$ cat src/rtl/core/ipm_pkg.sv
// Shared types and constants for the inactivity power mode manager.
// Used by every module in rtl/core; depends on nothing.
package ipm_pkg;

   localparam int WordWidth        = 32;
   localparam int WeightWidth      = 10;
   localparam int CountWidth       = $clog2(WordWidth);
   localparam int EnergyCarryWidth = 12;
   localparam int EnergyWidth      = WordWidth + EnergyCarryWidth;
   localparam int TotalCarryWidth  = 2;
   localparam int TotalWidth       = WordWidth + TotalCarryWidth;
   localparam int QuotWidth        = WeightWidth;
   localparam int AddrWidth        = 5;
   localparam int IndexWidth       = 3;

   typedef enum logic [1:0] {
      MODE_ACTIVE = 2'd0,
      MODE_IDLE   = 2'd1,
      MODE_LIGHT  = 2'd2,
      MODE_DEEP   = 2'd3
   } mode_type;

   localparam logic [1:0] ACTION_MANAGE  = 2'd0;
   localparam logic [1:0] ACTION_GENERAL = 2'd1;
   localparam logic [1:0] ACTION_RF      = 2'd2;

   localparam logic [IndexWidth-1:0] REG_IDLE_AFTER    = 3'd0;
   localparam logic [IndexWidth-1:0] REG_LIGHT_AFTER   = 3'd1;
   localparam logic [IndexWidth-1:0] REG_DEEP_AFTER    = 3'd2;
   localparam logic [IndexWidth-1:0] REG_ACTIVE_WEIGHT = 3'd3;
   localparam logic [IndexWidth-1:0] REG_IDLE_WEIGHT   = 3'd4;
   localparam logic [IndexWidth-1:0] REG_SLEEP_WEIGHT  = 3'd5;

   typedef struct packed {
      logic [WordWidth-1:0]   idle_after;
      logic [WordWidth-1:0]   light_after;
      logic [WordWidth-1:0]   deep_after;
      logic [WeightWidth-1:0] active_weight;
      logic [WeightWidth-1:0] idle_weight;
      logic [WeightWidth-1:0] sleep_weight;
   } cfg_type;

   localparam cfg_type CfgReset = '{
      idle_after:    32'd5,
      light_after:   32'd30000,
      deep_after:    32'd300000,
      active_weight: 10'd30,
      idle_weight:   10'd15,
      sleep_weight:  10'd5
   };

   // One bit of each operand, LSB first
   typedef struct packed {
      logic now_b;
      logic act_b;
      logic rf_b;
      logic ent_b;
      logic deep_thr_b;
      logic light_thr_b;
      logic idle_thr_b;
      logic act_sum_b;
      logic idle_sum_b;
      logic sleep_sum_b;
   } ser_bits_type;

   // keep: totals as they stand; move: old mode's total plus time spent
   typedef struct packed {
      logic                   quiet_gt_deep;
      logic                   rf_gt_light;
      logic                   quiet_gt_idle;
      logic [EnergyWidth-1:0] energy_keep;
      logic [EnergyWidth-1:0] energy_move;
      logic [TotalWidth-1:0]  total_keep;
      logic [TotalWidth-1:0]  total_move;
      logic [WordWidth-1:0]   moved_total;
   } ser_result_type;

endpackage

$ cat src/rtl/core/ipm_csr.sv
// APB-style configuration registers: thresholds and current weights.
// Depends on ipm_pkg.
module ipm_csr (
   input  logic                             clock,
   input  logic                             reset,
   input  logic                             csr_psel,
   input  logic                             csr_penable,
   input  logic                             csr_pwrite,
   input  logic [ipm_pkg::AddrWidth-1:0]    csr_paddr,
   input  logic [ipm_pkg::WordWidth-1:0]    csr_pwdata,
   output logic [ipm_pkg::WordWidth-1:0]    csr_prdata,
   output logic                             csr_pready,
   output ipm_pkg::cfg_type                 cfg
);

   ipm_pkg::cfg_type cfg_ff, cfg_in;
   logic [ipm_pkg::IndexWidth-1:0] index;
   logic write_en;

   assign index      = csr_paddr[ipm_pkg::AddrWidth-1:2];
   assign write_en   = csr_psel && csr_penable && csr_pwrite;
   assign csr_pready = 1'b1;
   assign cfg        = cfg_ff;

   always_comb begin
      cfg_in = cfg_ff;
      if (write_en) begin
         unique case (index)
            ipm_pkg::REG_IDLE_AFTER:    cfg_in.idle_after  = csr_pwdata;
            ipm_pkg::REG_LIGHT_AFTER:   cfg_in.light_after = csr_pwdata;
            ipm_pkg::REG_DEEP_AFTER:    cfg_in.deep_after  = csr_pwdata;
            ipm_pkg::REG_ACTIVE_WEIGHT:
               cfg_in.active_weight = csr_pwdata[ipm_pkg::WeightWidth-1:0];
            ipm_pkg::REG_IDLE_WEIGHT:
               cfg_in.idle_weight = csr_pwdata[ipm_pkg::WeightWidth-1:0];
            ipm_pkg::REG_SLEEP_WEIGHT:
               cfg_in.sleep_weight = csr_pwdata[ipm_pkg::WeightWidth-1:0];
            default: ;
         endcase
      end
   end

   always_comb begin
      unique case (index)
         ipm_pkg::REG_IDLE_AFTER:    csr_prdata = cfg_ff.idle_after;
         ipm_pkg::REG_LIGHT_AFTER:   csr_prdata = cfg_ff.light_after;
         ipm_pkg::REG_DEEP_AFTER:    csr_prdata = cfg_ff.deep_after;
         ipm_pkg::REG_ACTIVE_WEIGHT:
            csr_prdata = ipm_pkg::WordWidth'(cfg_ff.active_weight);
         ipm_pkg::REG_IDLE_WEIGHT:
            csr_prdata = ipm_pkg::WordWidth'(cfg_ff.idle_weight);
         ipm_pkg::REG_SLEEP_WEIGHT:
            csr_prdata = ipm_pkg::WordWidth'(cfg_ff.sleep_weight);
         default:                    csr_prdata = '0;
      endcase
   end

   always_ff @(posedge clock) begin
      if (reset) begin
         cfg_ff <= ipm_pkg::CfgReset;
      end else begin
         cfg_ff <= cfg_in;
      end
   end

endmodule

$ cat src/rtl/core/ipm_serial.sv
// Bit-serial datapath: elapsed-time subtractors, threshold comparators,
// residency adder and weighted energy / total accumulators. Depends on ipm_pkg.
module ipm_serial (
   input  logic                               clock,
   input  logic                               reset,
   input  logic                               clear,
   input  logic                               step,
   input  ipm_pkg::mode_type                  old_mode,
   input  logic [ipm_pkg::WeightWidth-1:0]    active_weight,
   input  logic [ipm_pkg::WeightWidth-1:0]    idle_weight,
   input  logic [ipm_pkg::WeightWidth-1:0]    sleep_weight,
   input  ipm_pkg::ser_bits_type              bits,
   output ipm_pkg::ser_result_type            result
);

   localparam int AccWidth = ipm_pkg::EnergyCarryWidth + 1;
   localparam int TotAccWidth = ipm_pkg::TotalCarryWidth + 1;

   logic bq_ff, br_ff, bs_ff, cy_ff;
   logic gtd_ff, gtl_ff, gti_ff;
   logic bq_in, br_in, bs_in, cy_in;
   logic gtd_in, gtl_in, gti_in;
   logic [ipm_pkg::EnergyCarryWidth-1:0] ek_ff, em_ff;
   logic [ipm_pkg::TotalCarryWidth-1:0]  tk_ff, tm_ff;
   logic [ipm_pkg::WordWidth-1:0] elk_ff, elm_ff, tlk_ff, tlm_ff, moved_ff;

   logic quiet_b, rf_quiet_b, spent_b, old_b, sum_b;
   logic mv_act, mv_idle, mv_sleep;
   logic [AccWidth-1:0]    acc_keep, acc_move;
   logic [TotAccWidth-1:0] tot_keep, tot_move;

   function automatic logic borrow_out(input logic a, input logic b, input logic bin);
      borrow_out = (~a & b) | (~(a ^ b) & bin);
   endfunction

   function automatic logic greater(input logic a, input logic b, input logic gin);
      greater = (a & ~b) | (~(a ^ b) & gin);
   endfunction

   function automatic logic [AccWidth-1:0] weigh(
      input logic a, input logic i, input logic s,
      input logic [ipm_pkg::WeightWidth-1:0] wa,
      input logic [ipm_pkg::WeightWidth-1:0] wi,
      input logic [ipm_pkg::WeightWidth-1:0] ws
   );
      weigh = (a ? AccWidth'(wa) : '0) + (i ? AccWidth'(wi) : '0)
            + (s ? AccWidth'(ws) : '0);
   endfunction

   always_comb begin
      quiet_b    = bits.now_b ^ bits.act_b ^ bq_ff;
      rf_quiet_b = bits.now_b ^ bits.rf_b ^ br_ff;
      spent_b    = bits.now_b ^ bits.ent_b ^ bs_ff;
      bq_in = borrow_out(bits.now_b, bits.act_b, bq_ff);
      br_in = borrow_out(bits.now_b, bits.rf_b, br_ff);
      bs_in = borrow_out(bits.now_b, bits.ent_b, bs_ff);
      gtd_in = greater(quiet_b, bits.deep_thr_b, gtd_ff);
      gtl_in = greater(rf_quiet_b, bits.light_thr_b, gtl_ff);
      gti_in = greater(quiet_b, bits.idle_thr_b, gti_ff);

      mv_act   = bits.act_sum_b;
      mv_idle  = bits.idle_sum_b;
      mv_sleep = bits.sleep_sum_b;
      unique case (old_mode)
         ipm_pkg::MODE_ACTIVE: old_b = bits.act_sum_b;
         ipm_pkg::MODE_IDLE:   old_b = bits.idle_sum_b;
         default:              old_b = bits.sleep_sum_b;
      endcase
      sum_b = old_b ^ spent_b ^ cy_ff;
      cy_in = (old_b & spent_b) | (old_b & cy_ff) | (spent_b & cy_ff);
      unique case (old_mode)
         ipm_pkg::MODE_ACTIVE: mv_act  = sum_b;
         ipm_pkg::MODE_IDLE:   mv_idle = sum_b;
         default:              mv_sleep = sum_b;
      endcase

      acc_keep = AccWidth'(ek_ff) + weigh(bits.act_sum_b, bits.idle_sum_b,
                 bits.sleep_sum_b, active_weight, idle_weight, sleep_weight);
      acc_move = AccWidth'(em_ff) + weigh(mv_act, mv_idle, mv_sleep,
                 active_weight, idle_weight, sleep_weight);
      tot_keep = TotAccWidth'(tk_ff) + TotAccWidth'(bits.act_sum_b)
               + TotAccWidth'(bits.idle_sum_b) + TotAccWidth'(bits.sleep_sum_b);
      tot_move = TotAccWidth'(tm_ff) + TotAccWidth'(mv_act)
               + TotAccWidth'(mv_idle) + TotAccWidth'(mv_sleep);
   end

   always_ff @(posedge clock) begin
      if (reset || clear) begin
         bq_ff  <= 1'b0;
         br_ff  <= 1'b0;
         bs_ff  <= 1'b0;
         cy_ff  <= 1'b0;
         gtd_ff <= 1'b0;
         gtl_ff <= 1'b0;
         gti_ff <= 1'b0;
         ek_ff  <= '0;
         em_ff  <= '0;
         tk_ff  <= '0;
         tm_ff  <= '0;
      end else if (step) begin
         bq_ff  <= bq_in;
         br_ff  <= br_in;
         bs_ff  <= bs_in;
         cy_ff  <= cy_in;
         gtd_ff <= gtd_in;
         gtl_ff <= gtl_in;
         gti_ff <= gti_in;
         ek_ff  <= acc_keep[AccWidth-1:1];
         em_ff  <= acc_move[AccWidth-1:1];
         tk_ff  <= tot_keep[TotAccWidth-1:1];
         tm_ff  <= tot_move[TotAccWidth-1:1];
      end
   end

   always_ff @(posedge clock) begin
      if (step) begin
         elk_ff   <= {acc_keep[0], elk_ff[ipm_pkg::WordWidth-1:1]};
         elm_ff   <= {acc_move[0], elm_ff[ipm_pkg::WordWidth-1:1]};
         tlk_ff   <= {tot_keep[0], tlk_ff[ipm_pkg::WordWidth-1:1]};
         tlm_ff   <= {tot_move[0], tlm_ff[ipm_pkg::WordWidth-1:1]};
         moved_ff <= {sum_b, moved_ff[ipm_pkg::WordWidth-1:1]};
      end
   end

   assign result.quiet_gt_deep = gtd_ff;
   assign result.rf_gt_light   = gtl_ff;
   assign result.quiet_gt_idle = gti_ff;
   assign result.energy_keep   = {ek_ff, elk_ff};
   assign result.energy_move   = {em_ff, elm_ff};
   assign result.total_keep    = {tk_ff, tlk_ff};
   assign result.total_move    = {tm_ff, tlm_ff};
   assign result.moved_total   = moved_ff;

endmodule

$ cat src/rtl/core/ipm_divider.sv
// Restoring divider, one quotient bit per cycle, for the current estimate.
// Quotient is known to fit QuotWidth bits. Depends on ipm_pkg.
module ipm_divider (
   input  logic                              clock,
   input  logic                              reset,
   input  logic                              start,
   input  logic [ipm_pkg::EnergyWidth-1:0]   dividend,
   input  logic [ipm_pkg::TotalWidth-1:0]    divisor,
   output logic                              done,
   output logic [ipm_pkg::QuotWidth-1:0]     quotient
);

   localparam int StepWidth = $clog2(ipm_pkg::QuotWidth + 1);
   localparam int QW = ipm_pkg::QuotWidth;
   localparam int TW = ipm_pkg::TotalWidth;

   logic [TW-1:0]        rem_ff, rem_in, div_ff;
   logic [QW-1:0]        low_ff, quot_ff;
   logic [StepWidth-1:0] cnt_ff;
   logic                 run_ff, done_ff;
   logic [TW:0]          ext, diff;
   logic                 ge;

   always_comb begin
      ext  = {rem_ff, low_ff[QW-1]};
      diff = ext - {1'b0, div_ff};
      ge   = ext >= {1'b0, div_ff};
      rem_in = ge ? diff[TW-1:0] : ext[TW-1:0];
   end

   always_ff @(posedge clock) begin
      if (reset) begin
         run_ff  <= 1'b0;
         done_ff <= 1'b0;
         cnt_ff  <= '0;
      end else begin
         done_ff <= !start && run_ff && (cnt_ff == StepWidth'(1));
         if (start) begin
            run_ff <= 1'b1;
            cnt_ff <= StepWidth'(QW);
         end else if (run_ff) begin
            cnt_ff <= cnt_ff - 1'b1;
            if (cnt_ff == StepWidth'(1)) begin
               run_ff <= 1'b0;
            end
         end
      end
   end

   always_ff @(posedge clock) begin
      if (start) begin
         rem_ff <= dividend[ipm_pkg::EnergyWidth-1:QW];
         low_ff <= dividend[QW-1:0];
         div_ff <= divisor;
      end else if (run_ff) begin
         rem_ff  <= rem_in;
         low_ff  <= {low_ff[QW-2:0], 1'b0};
         quot_ff <= {quot_ff[QW-2:0], ge};
      end
   end

   assign done     = done_ff;
   assign quotient = quot_ff;

endmodule

$ cat src/rtl/core/inactivity_power_mode_manager.sv
// Inactivity power mode manager top level: sequencer, rotating state words,
// result register. Depends on ipm_pkg, ipm_csr, ipm_serial, ipm_divider.
//
//   channel   direction  handshake              payload
//   req_      in         req_valid / req_stall  req_action, req_now_ms
//   rsp_      out        rsp_valid / rsp_stall  mode, changed, estimate, three totals
//   csr_      in/out     APB psel/penable       6 registers at 4*index
//
// An item is worked bit-serially over all 32-bit words, then passes a decide step,
// the divider (ten quotient bits and a done strobe; skipped when all totals
// are zero) and the result state; the next transaction is taken once the
// sequencer is back in its idle state.
// Reset (synchronous) restores register defaults and clears mode, stamps, totals.
// A stalled result holds in rsp_; one more item may be worked meanwhile, and
// it waits in its result state until the register is free.
module inactivity_power_mode_manager (
   input  logic                            clock,
   input  logic                            reset,
   input  logic                            req_valid,
   output logic                            req_stall,
   input  logic [1:0]                      req_action,
   input  logic [ipm_pkg::WordWidth-1:0]   req_now_ms,
   output logic                            rsp_valid,
   input  logic                            rsp_stall,
   output logic [1:0]                      rsp_mode,
   output logic                            rsp_mode_changed,
   output logic [ipm_pkg::WeightWidth-1:0] rsp_estimate_ma,
   output logic [ipm_pkg::WordWidth-1:0]   rsp_active_total_ms,
   output logic [ipm_pkg::WordWidth-1:0]   rsp_idle_total_ms,
   output logic [ipm_pkg::WordWidth-1:0]   rsp_sleep_total_ms,
   input  logic                            csr_psel,
   input  logic                            csr_penable,
   input  logic                            csr_pwrite,
   input  logic [ipm_pkg::AddrWidth-1:0]   csr_paddr,
   input  logic [ipm_pkg::WordWidth-1:0]   csr_pwdata,
   output logic [ipm_pkg::WordWidth-1:0]   csr_prdata,
   output logic                            csr_pready
);

   localparam int WW = ipm_pkg::WordWidth;
   localparam int CW = ipm_pkg::CountWidth;

   typedef enum logic [2:0] {
      ST_IDLE,
      ST_SHIFT,
      ST_DECIDE,
      ST_DIVIDE,
      ST_WRITE
   } state_type;

   state_type state_ff, state_in;
   logic [CW-1:0] cnt_ff, cnt_in;
   logic [1:0] action_ff, action_in;
   logic [WW-1:0] now_ff, now_in, act_at_ff, act_at_in, rf_at_ff, rf_at_in;
   logic [WW-1:0] ent_at_ff, ent_at_in;
   logic [WW-1:0] act_sum_ff, act_sum_in, idle_sum_ff, idle_sum_in;
   logic [WW-1:0] sleep_sum_ff, sleep_sum_in;
   logic [WW-1:0] deep_sr_ff, deep_sr_in, light_sr_ff, light_sr_in;
   logic [WW-1:0] idle_sr_ff, idle_sr_in;
   ipm_pkg::mode_type mode_ff, mode_in, target;
   logic changed_ff, changed_in, changed;
   logic [ipm_pkg::WeightWidth-1:0] est_ff, est_in;
   logic rsp_valid_ff, rsp_valid_in;
   logic [1:0] rsp_mode_ff, rsp_mode_in;
   logic rsp_changed_ff, rsp_changed_in;
   logic [ipm_pkg::WeightWidth-1:0] rsp_est_ff, rsp_est_in;
   logic [WW-1:0] rsp_act_ff, rsp_act_in, rsp_idle_ff, rsp_idle_in;
   logic [WW-1:0] rsp_sleep_ff, rsp_sleep_in;

   ipm_pkg::cfg_type cfg;
   ipm_pkg::ser_bits_type bits;
   ipm_pkg::ser_result_type ser;
   logic ser_clear, ser_step, div_start, div_done;
   logic [ipm_pkg::EnergyWidth-1:0] sel_energy;
   logic [ipm_pkg::TotalWidth-1:0] sel_total;
   logic [ipm_pkg::QuotWidth-1:0] quotient;
   logic [ipm_pkg::WeightWidth-1:0] max_weight;

   ipm_csr u_csr (
      .clock       (clock),
      .reset       (reset),
      .csr_psel    (csr_psel),
      .csr_penable (csr_penable),
      .csr_pwrite  (csr_pwrite),
      .csr_paddr   (csr_paddr),
      .csr_pwdata  (csr_pwdata),
      .csr_prdata  (csr_prdata),
      .csr_pready  (csr_pready),
      .cfg         (cfg)
   );

   assign bits.now_b       = now_ff[0];
   assign bits.act_b       = act_at_ff[0];
   assign bits.rf_b        = rf_at_ff[0];
   assign bits.ent_b       = ent_at_ff[0];
   assign bits.deep_thr_b  = deep_sr_ff[0];
   assign bits.light_thr_b = light_sr_ff[0];
   assign bits.idle_thr_b  = idle_sr_ff[0];
   assign bits.act_sum_b   = act_sum_ff[0];
   assign bits.idle_sum_b  = idle_sum_ff[0];
   assign bits.sleep_sum_b = sleep_sum_ff[0];

   ipm_serial u_serial (
      .clock         (clock),
      .reset         (reset),
      .clear         (ser_clear),
      .step          (ser_step),
      .old_mode      (mode_ff),
      .active_weight (cfg.active_weight),
      .idle_weight   (cfg.idle_weight),
      .sleep_weight  (cfg.sleep_weight),
      .bits          (bits),
      .result        (ser)
   );

   ipm_divider u_divider (
      .clock    (clock),
      .reset    (reset),
      .start    (div_start),
      .dividend (sel_energy),
      .divisor  (sel_total),
      .done     (div_done),
      .quotient (quotient)
   );

   assign req_stall = (state_ff != ST_IDLE);
   assign ser_step  = (state_ff == ST_SHIFT);

   always_comb begin
      priority if (ser.quiet_gt_deep)  target = ipm_pkg::MODE_DEEP;
      else if (ser.rf_gt_light)         target = ipm_pkg::MODE_LIGHT;
      else if (ser.quiet_gt_idle)       target = ipm_pkg::MODE_IDLE;
      else                              target = ipm_pkg::MODE_ACTIVE;
      unique case (action_ff)
         ipm_pkg::ACTION_MANAGE:  ;
         ipm_pkg::ACTION_GENERAL: target = ipm_pkg::MODE_ACTIVE;
         ipm_pkg::ACTION_RF:      target = ipm_pkg::MODE_ACTIVE;
         default:                 target = mode_ff;
      endcase
      changed    = (target != mode_ff);
      sel_energy = changed ? ser.energy_move : ser.energy_keep;
      sel_total  = changed ? ser.total_move : ser.total_keep;
   end

   always_comb begin
      max_weight = cfg.active_weight;
      if (cfg.idle_weight > max_weight) max_weight = cfg.idle_weight;
      if (cfg.sleep_weight > max_weight) max_weight = cfg.sleep_weight;
   end

   always_comb begin
      state_in     = state_ff;
      cnt_in       = cnt_ff;
      action_in    = action_ff;
      now_in       = now_ff;
      act_at_in    = act_at_ff;
      rf_at_in     = rf_at_ff;
      ent_at_in    = ent_at_ff;
      act_sum_in   = act_sum_ff;
      idle_sum_in  = idle_sum_ff;
      sleep_sum_in = sleep_sum_ff;
      deep_sr_in   = deep_sr_ff;
      light_sr_in  = light_sr_ff;
      idle_sr_in   = idle_sr_ff;
      mode_in      = mode_ff;
      changed_in   = changed_ff;
      est_in       = est_ff;
      rsp_valid_in = rsp_valid_ff && rsp_stall;
      rsp_mode_in    = rsp_mode_ff;
      rsp_changed_in = rsp_changed_ff;
      rsp_est_in     = rsp_est_ff;
      rsp_act_in     = rsp_act_ff;
      rsp_idle_in    = rsp_idle_ff;
      rsp_sleep_in   = rsp_sleep_ff;
      ser_clear = 1'b0;
      div_start = 1'b0;

      unique case (state_ff)
         ST_IDLE: begin
            if (req_valid) begin
               action_in   = req_action;
               now_in      = req_now_ms;
               deep_sr_in  = cfg.deep_after;
               light_sr_in = cfg.light_after;
               idle_sr_in  = cfg.idle_after;
               cnt_in      = '0;
               ser_clear   = 1'b1;
               state_in    = ST_SHIFT;
            end
         end
         ST_SHIFT: begin
            now_in       = {now_ff[0], now_ff[WW-1:1]};
            act_at_in    = {act_at_ff[0], act_at_ff[WW-1:1]};
            rf_at_in     = {rf_at_ff[0], rf_at_ff[WW-1:1]};
            ent_at_in    = {ent_at_ff[0], ent_at_ff[WW-1:1]};
            act_sum_in   = {act_sum_ff[0], act_sum_ff[WW-1:1]};
            idle_sum_in  = {idle_sum_ff[0], idle_sum_ff[WW-1:1]};
            sleep_sum_in = {sleep_sum_ff[0], sleep_sum_ff[WW-1:1]};
            deep_sr_in   = {1'b0, deep_sr_ff[WW-1:1]};
            light_sr_in  = {1'b0, light_sr_ff[WW-1:1]};
            idle_sr_in   = {1'b0, idle_sr_ff[WW-1:1]};
            cnt_in       = cnt_ff + 1'b1;
            if (cnt_ff == CW'(WW - 1)) begin
               state_in = ST_DECIDE;
            end
         end
         ST_DECIDE: begin
            if (action_ff == ipm_pkg::ACTION_RF) begin
               rf_at_in  = now_ff;
               act_at_in = now_ff;
            end else if (action_ff == ipm_pkg::ACTION_GENERAL) begin
               act_at_in = now_ff;
            end
            changed_in = changed;
            if (changed) begin
               mode_in   = target;
               ent_at_in = now_ff;
               unique case (mode_ff)
                  ipm_pkg::MODE_ACTIVE: act_sum_in  = ser.moved_total;
                  ipm_pkg::MODE_IDLE:   idle_sum_in = ser.moved_total;
                  default:              sleep_sum_in = ser.moved_total;
               endcase
            end
            if (sel_total == '0) begin
               est_in   = cfg.active_weight;
               state_in = ST_WRITE;
            end else begin
               div_start = 1'b1;
               state_in  = ST_DIVIDE;
            end
         end
         ST_DIVIDE: begin
            if (div_done) begin
               est_in   = quotient;
               state_in = ST_WRITE;
            end
         end
         ST_WRITE: begin
            if (!rsp_valid_ff || !rsp_stall) begin
               rsp_valid_in   = 1'b1;
               rsp_mode_in    = mode_ff;
               rsp_changed_in = changed_ff;
               rsp_est_in     = est_ff;
               rsp_act_in     = act_sum_ff;
               rsp_idle_in    = idle_sum_ff;
               rsp_sleep_in   = sleep_sum_ff;
               state_in       = ST_IDLE;
            end
         end
         default: state_in = ST_IDLE;
      endcase
   end

   always_ff @(posedge clock) begin
      if (reset) begin
         state_ff     <= ST_IDLE;
         cnt_ff       <= '0;
         mode_ff      <= ipm_pkg::MODE_ACTIVE;
         act_at_ff    <= '0;
         rf_at_ff     <= '0;
         ent_at_ff    <= '0;
         act_sum_ff   <= '0;
         idle_sum_ff  <= '0;
         sleep_sum_ff <= '0;
         rsp_valid_ff <= 1'b0;
      end else begin
         state_ff     <= state_in;
         cnt_ff       <= cnt_in;
         mode_ff      <= mode_in;
         act_at_ff    <= act_at_in;
         rf_at_ff     <= rf_at_in;
         ent_at_ff    <= ent_at_in;
         act_sum_ff   <= act_sum_in;
         idle_sum_ff  <= idle_sum_in;
         sleep_sum_ff <= sleep_sum_in;
         rsp_valid_ff <= rsp_valid_in;
      end
      action_ff      <= action_in;
      now_ff         <= now_in;
      deep_sr_ff     <= deep_sr_in;
      light_sr_ff    <= light_sr_in;
      idle_sr_ff     <= idle_sr_in;
      changed_ff     <= changed_in;
      est_ff         <= est_in;
      rsp_mode_ff    <= rsp_mode_in;
      rsp_changed_ff <= rsp_changed_in;
      rsp_est_ff     <= rsp_est_in;
      rsp_act_ff     <= rsp_act_in;
      rsp_idle_ff    <= rsp_idle_in;
      rsp_sleep_ff   <= rsp_sleep_in;
   end

   assign rsp_valid           = rsp_valid_ff;
   assign rsp_mode            = rsp_mode_ff;
   assign rsp_mode_changed    = rsp_changed_ff;
   assign rsp_estimate_ma     = rsp_est_ff;
   assign rsp_active_total_ms = rsp_act_ff;
   assign rsp_idle_total_ms   = rsp_idle_ff;
   assign rsp_sleep_total_ms  = rsp_sleep_ff;

   a_rsp_from_write: assert property (@(posedge clock) disable iff (reset)
      $rose(rsp_valid_ff) |-> $past(state_ff == ST_WRITE))
      else $error("result raised outside the write cycle");

   a_change_moves_mode: assert property (@(posedge clock) disable iff (reset)
      (state_ff == ST_DECIDE && changed) |=> (mode_ff != $past(mode_ff)))
      else $error("mode change flagged but mode held");

   a_div_done_in_divide: assert property (@(posedge clock) disable iff (reset)
      div_done |-> (state_ff == ST_DIVIDE))
      else $error("divider finished outside divide state");

   a_estimate_bounded: assert property (@(posedge clock) disable iff (reset)
      (state_ff == ST_DIVIDE && div_done) |=> (est_ff <= $past(max_weight)))
      else $error("estimate above largest weight");

endmodule

$ cat config.mk
export PLATFORM = sky130hd
export DESIGN_NAME = inactivity_power_mode_manager
export DESIGN_NICKNAME = d
export VERILOG_FILES = /design/src/rtl/core/ipm_pkg.sv /design/src/rtl/core/ipm_csr.sv /design/src/rtl/core/ipm_serial.sv /design/src/rtl/core/ipm_divider.sv /design/src/rtl/core/inactivity_power_mode_manager.sv
export SDC_FILE = /design/constraint.sdc
export NUM_CORES = 2
export LEC_CHECK = 0
export ABC_AREA = 1
export BUFFER_PORTS_ARGS = -buffer_cell sky130_fd_sc_hd__buf_4
export CORE_MARGIN = 2
export CORE_UTILIZATION = 40
export DETAILED_ROUTE_END_ITERATION = 12
export GPL_ROUTABILITY_DRIVEN = 0
export PLACE_DENSITY = 0.58
export SYNTH_ARGS = -nofsm -noshare
export SYNTH_HDL_FRONTEND = slang
export SYNTH_SLANG_ARGS = --single-unit
$ cat constraint.sdc
create_clock -name clock -period 16.8 [get_ports clock]
set_input_delay 1.68 -clock clock [delete_from_list [all_inputs] [get_ports clock]]
set_output_delay 1.68 -clock clock [all_outputs]
set_load 0.01 [all_outputs]
# Word-level counts from Yosys, hierarchy flattened
# Index checks and enable logic that the tools add are counted.
# word_totals
register_bits,868
in_bits,78
output_inout_bits,144
elab_cells,250
# op_classes
addsub,15
order_cmp,1
eq_ne,26
muxes,68
n_bitwise,45
n_reduce_logical,42
# op_table
cell,count
32-bit one-hot mux with 2 select lines,10
32-bit two-way mux,14
32-bit one-hot mux with 6 select lines,1
34-bit two-way mux,4
10-bit two-way mux,10
13-bit adder,4
44-bit two-way mux,1
35-bit by 34-bit greater-or-equal comparator with 1-bit output,1
34-bit zero test,1
34-bit subtractor,1
2-bit AND reduction,14
12-bit by 13-bit adder with 13-bit output,2
10-bit one-hot mux with 2 select lines,1
1-bit bitwise AND,15
3-bit two-way mux,5
3-bit one-hot mux with 5 select lines,1
1-bit two-way mux,13
3-bit by 1-bit adder with 3-bit output,4
"3-bit by 2-bit equality test with 1-bit output, second input constant",4
"2-bit inequality test, second input constant",6
3-bit AND reduction,4
1-bit inverter,11
1-bit XOR,11
5-bit one-hot mux with 2 select lines,1
other kinds (27),58

# Logic depth before layout (Yosys ltp)
# logic_depth
depth_word,12
ltp_mapped,25

# Cells and area by module
# From an unflattened synthesis, not the netlist that was laid out.
# hier_totals
hier_cells,4743
area_unflattened_um2,40669.0
# by_module_without_submodules
module,instances,cells_each,area_each_um2
inactivity_power_mode_manager,1,2148,18966.9
ipm_serial,1,750,8901.0
ipm_divider,1,915,6749.0
ipm_csr,1,930,6052.1

# Least setup slack after synthesis
# OpenSTA, ideal clock, no wires.
# synth_timing
kind,in2reg
start,input rsp_stall
end,"register rsp_act_ff[0], in the netlist rsp_active_total_ms[0], enable pin"
t_arrival_ns,6.311
required_time_ns,16.222
slack_ns,9.911
stages,3
n_path_buf,0
path_cell_list,nand2_1 inv_1 nor2_1
# synth_via
elab_chain_cells,3
# synth_rtl
item,line,rtl
"start, declared",inactivity_power_mode_manager.sv:24,"input logic rsp_stall,"
1-bit zero test,inactivity_power_mode_manager.sv:239,if (!rsp_valid_ff || !rsp_stall) begin
1-bit logical OR,inactivity_power_mode_manager.sv:239,
2-bit AND reduction (no source line),-,
"end signal, assigned",inactivity_power_mode_manager.sv:288,rsp_act_ff <= rsp_act_in;
"end, declared",inactivity_power_mode_manager.sv:67,"logic [WW-1:0] rsp_act_ff, rsp_act_in, rsp_idle_ff, rsp_idle_in;"
# Every way passes these cells.
# A chain may end at the register's enable or synchronous reset.

# Final worst setup path
# layout_timing
start,register action_ff[0]
end,"register u_divider.low_ff[9], enable pin"
# layout_via
elab_chain_cells,9
elab_cells_between_ends,11
cone_classes,eq/ne (3); mux (4); reduce/logical (4)
# layout_rtl
item,line,rtl
"start, declared",inactivity_power_mode_manager.sv:53,"logic [1:0] action_ff, action_in;"
"start signal, assigned",inactivity_power_mode_manager.sv:278,action_ff <= action_in;
2-bit equality test or 2-bit by 1-bit equality test with 1-bit output (tied branches),inactivity_power_mode_manager.sv:134,unique case (action_ff)
2-bit OR reduction (no source line),-,
2-bit one-hot mux with 2 select lines (*),inactivity_power_mode_manager.sv:134,
2-bit inequality test (*),inactivity_power_mode_manager.sv:140,changed = (target != mode_ff);
34-bit two-way mux (*),inactivity_power_mode_manager.sv:142,sel_total = changed ? ser.total_move : ser.total_keep;
"named net sel_total, one bit",inactivity_power_mode_manager.sv:75,logic [ipm_pkg::TotalWidth-1:0] sel_total;
34-bit zero test (*),inactivity_power_mode_manager.sv:224,if (sel_total == '0) begin
1-bit two-way mux (*),inactivity_power_mode_manager.sv:224,
1-bit two-way mux (*),inactivity_power_mode_manager.sv:178,unique case (state_ff)
2-bit nonzero test (no source line) (*),-,
"end signal, assigned",ipm_divider.sv:53,low_ff <= dividend[QW-1:0];
"end signal, assigned",ipm_divider.sv:57,"low_ff <= {low_ff[QW-2:0], 1'b0};"
"end, declared",ipm_divider.sv:18,"logic [QW-1:0] low_ff, quot_ff;"
# Mark *: on every way through the listed nets, which the timed path passes. The rest lies on a longest branch.

==> impl_metrics.json <==
{
  "fmax_mhz": 174,
  "critPathCapture": "u_divider.low_ff[9]",
  "postCtsHoldBufs": 0,
  "tightest_slew_ns": 1.12,
  "nets": 4573,
  "cts_sinks": 868,
  "port_buffers": 218,
  "ys_ff_latch": 868,
  "synth_top_area_frac": 0.389,
  "root_buffer": "clkbuf_16",
  "layout_commonest_cell": "nand2_1",
  "rr_startpoint": "action_ff[0]",
  "syn_nets": 4440,
  "dieArea_um2": 98700,
  "vias": 28443,
  "r2r_setup_slack_ns": 11.06,
  "synth_edf_count": 498,
  "grt_usage": 0.189,
  "finalPower_mw": 7.85,
  "avgViaCountPerCell": 4.97,
  "wire_per_inst_um": 16.5,
  "fin_util": 0.466,
  "grt_max_degree": 125,
  "p_leak_nw": 18.2,
  "layout_min_cycle_time_ns": 5.74,
  "die_x_um": 314,
  "min_path_type": "flop to flop",
  "drtAntennaViolNets": 0,
  "drc": 0,
  "path_class": "flop to flop",
  "grt-ovfl-total": 0,
  "crit_family": "simple AND/OR/NAND/NOR gates",
  "cts_made_buffers": 93,
  "clockBufferDepth": 3,
  "async_flop_share": 0,
  "synthTopCellsByArea": "edfxtp_1, dfxtp_1, nand2_1",
  "cts_setup_buffers": 0,
  "arrival_ns": 5.88,
  "worstPathMaxFanout": 53,
  "dr.pass1.iters": 5,
  "cp_slowest_cell": "nand3_4",
  "ys_seq_area_frac": 0.581,
  "fp.dieH_um": 314,
  "maxCapViolations": 0,
  "final.setup.tns_ns": 0,
  "io_pins": 222,
  "hpwl_mm": 60.9,
  "mostFrequentLayoutCells": "nand2_1, o21ai_0, edfxtp_1",
  "antenna_found_initial": 6,
  "slew_viol_final": 0,
  "drt_iter0_markers": 2157,
  "cp.required_ns": 16.94,
  "worstSetupStartpointType": "flop",
  "swShare": 0.356,
  "synth.avg_cell_area_um2": 9.08,
  "htreeDepth": 3,
  "path_buf_inv": 4,
  "path_cells": "inv_1 > ha_1 > inv_1 > nor2_2 > nand3_1 > nand3_4 > inv_2 > nand2_1 > nand2_1 > nor2_1 > nand2_1 > nor2_1 > nand3_1 > nand2_2 > buf_4 > nand2_2",
  "cp_slowest_stage_delay_ns": 0.88,
  "grt_first_pass_wirelength_mm": 150,
  "postCtsResizedCells": 0,
  "combPwrFrac": 0.303,
  "rows": 113,
  "clkPwrFrac": 0.264,
  "core-area_um2": 95200,
  "reg2regPathDepth": 16,
  "setup.worst_path.end_class": "flop",
  "reg2reg_to": "u_divider.low_ff[9]",
  "area.growth.synth_to_final_pct": 15.1,
  "p_int_mw": 5.05,
  "syn_area_um2": 38500,
  "nFillCells": 9171,
  "clock_latency_ns": 0.67,
  "wirelength_mm": 94.5,
  "path_depth": 16,
  "finalHoldViolations": 0,
  "clkSlewWorstSetupHoldPaths_ns": 0.06,
  "skew_ns": 0.0304,
  "grt_pass1_vias": 26947,
  "ir_drop_mv": 0.105,
  "synth_ff_type": "edfxtp_1",
  "grt_setup_unrepaired": "false",
  "cts_tree": "yes",
  "synthDistinctLibCells": 44,
  "initial_core_util": 0.405,
  "power_frac_seq": 0.432,
  "drive_gt1_frac": 0.0986,
  "crit_top_cell": "nand2_1",
  "ys_warn_count": 0,
  "outcome": "complete, no violations",
  "slew_headroom": 0.250,
  "switching_power_mw": 2.79,
  "fin_crit_sh": 0.341,
  "powerDensity_nw_per_um2": 177,
  "min_path_cells": 0,
  "yosysTopAreaCell": "edfxtp_1",
  "crit_path_start": "action_ff[0]",
  "setup_viol": 0,
  "synthCells": 4241
}
## cell type report
class / count / area [µm²] / share of cell area
Sequential cell: 868 / 22400 / 0.505
Multi-Input combinational cell: 2690 / 13600 / 0.306
Clock buffer: 137 / 2720 / 0.0613
Timing Repair Buffer: 254 / 1910 / 0.0430
Inverter: 467 / 1780 / 0.0401
Tap cell: 1265 / 1580 / 0.0357
Clock inverter: 38 / 395 / 0.00893
Antenna cell: 1 / 2.50 / 0.0000565
## cells in the mapped netlist, types with 3 or more instances
cell	count
ha_1	72
nor2_1	299
a21oi_1	262
edfxtp_1	498
nand3_1	83
buf_4	8
a22oi_1	12
nand4_1	51
nand2_1	1122
nand2_2	3
a221oi_1	3
o22ai_1	7
o211ai_1	9
o21ai_2	4
or2_2	11
a21o_1	8
buf_6	3
nor3_1	13
dfxtp_1	370
o21ai_1	20
inv_2	6
fa_1	49
o21ai_0	512
a21boi_0	3
buf_1	7
inv_1	460
buf_2	17
clkbuf_1	181
o21bai_1	8
xor2_1	24
xnor2_1	17
a31oi_1	83
## power groups by stage
stage          sequential, mW  combinational (mW)  clock, mW
2_1_floorplan            3.39                1.78          0
3_3_place_gp             3.42                2.36          0
3_5_place_dp             3.43                2.40          0
4_1_cts                  3.40                2.41       2.12
5_1_grt                  3.47                2.75       2.21
6_report                 3.39                2.38       2.07
## registers in the layout, summed over array words and instances (netlist names), 32 cells and up
register / flops
rsp_active_total_ms: 32
rf_at_ff: 32
light_sr_ff: 32
u_csr.cfg: 126
act_at_ff: 32
ent_at_ff: 32
u_serial.elm_ff: 32
rsp_sleep_total_ms: 32
deep_sr_ff: 32
u_serial.moved_ff: 32
act_sum_ff: 32
rsp_idle_total_ms: 32
u_divider.rem_ff: 34
u_serial.tlm_ff: 32
idle_sum_ff: 32
u_serial.elk_ff: 32
u_serial.tlk_ff: 32
sleep_sum_ff: 32
idle_sr_ff: 32
now_ff: 32
u_divider.div_ff: 34
## layer usage
layer | vias to the layer above | GRT usage | wire length (µm)
met5 | - | 0 | 68
met4 | 10 | 0.0448 | 1710
met3 | 122 | 0.0456 | 5930
met2 | 596 | 0.305 | 43700
met1 | 13391 | 0.257 | 43100
li1 | 14324 | - | -
## worst min-delay path by stage
| stage | endpoint | startpoint |
|---|---|---|
| after floorplan | rsp_estimate_ma[0] | est_ff[0] |
| after global placement | rsp_estimate_ma[6] | est_ff[6] |
| after detailed placement | rsp_estimate_ma[6] | est_ff[6] |
| after CTS | rsp_estimate_ma[6] | est_ff[6] |
| after global routing | rsp_estimate_ma[3] | est_ff[3] |
| final | rsp_estimate_ma[4] | est_ff[4] |
## metrics by stage
step / hold slack [ns] / area [µm²] / cells / setup WS, ns
2_1_floorplan: 0.400 / 38500 / 4241 / 9.91
3_3_place_gp: 0.402 / 41200 / 5544 / 10.93
3_5_place_dp: 0.406 / 41200 / 5544 / 10.89
4_1_cts: 0.421 / 44300 / 5719 / 10.92
5_1_grt: 0.432 / 44300 / 5719 / 10.33
6_report: 0.421 / 44300 / 5720 / 11.06
## logic make-up after synthesis
family	synth area share
buffers and inverters	0.0685
xor gates and xnor gates	0.00933
and+or+nand+nor	0.164
adders and majority gates	0.0489
DFF	0.581
AOI/OAI and AO/OA	0.129
other	0.0000974
(Power assumes the default switching activity.)
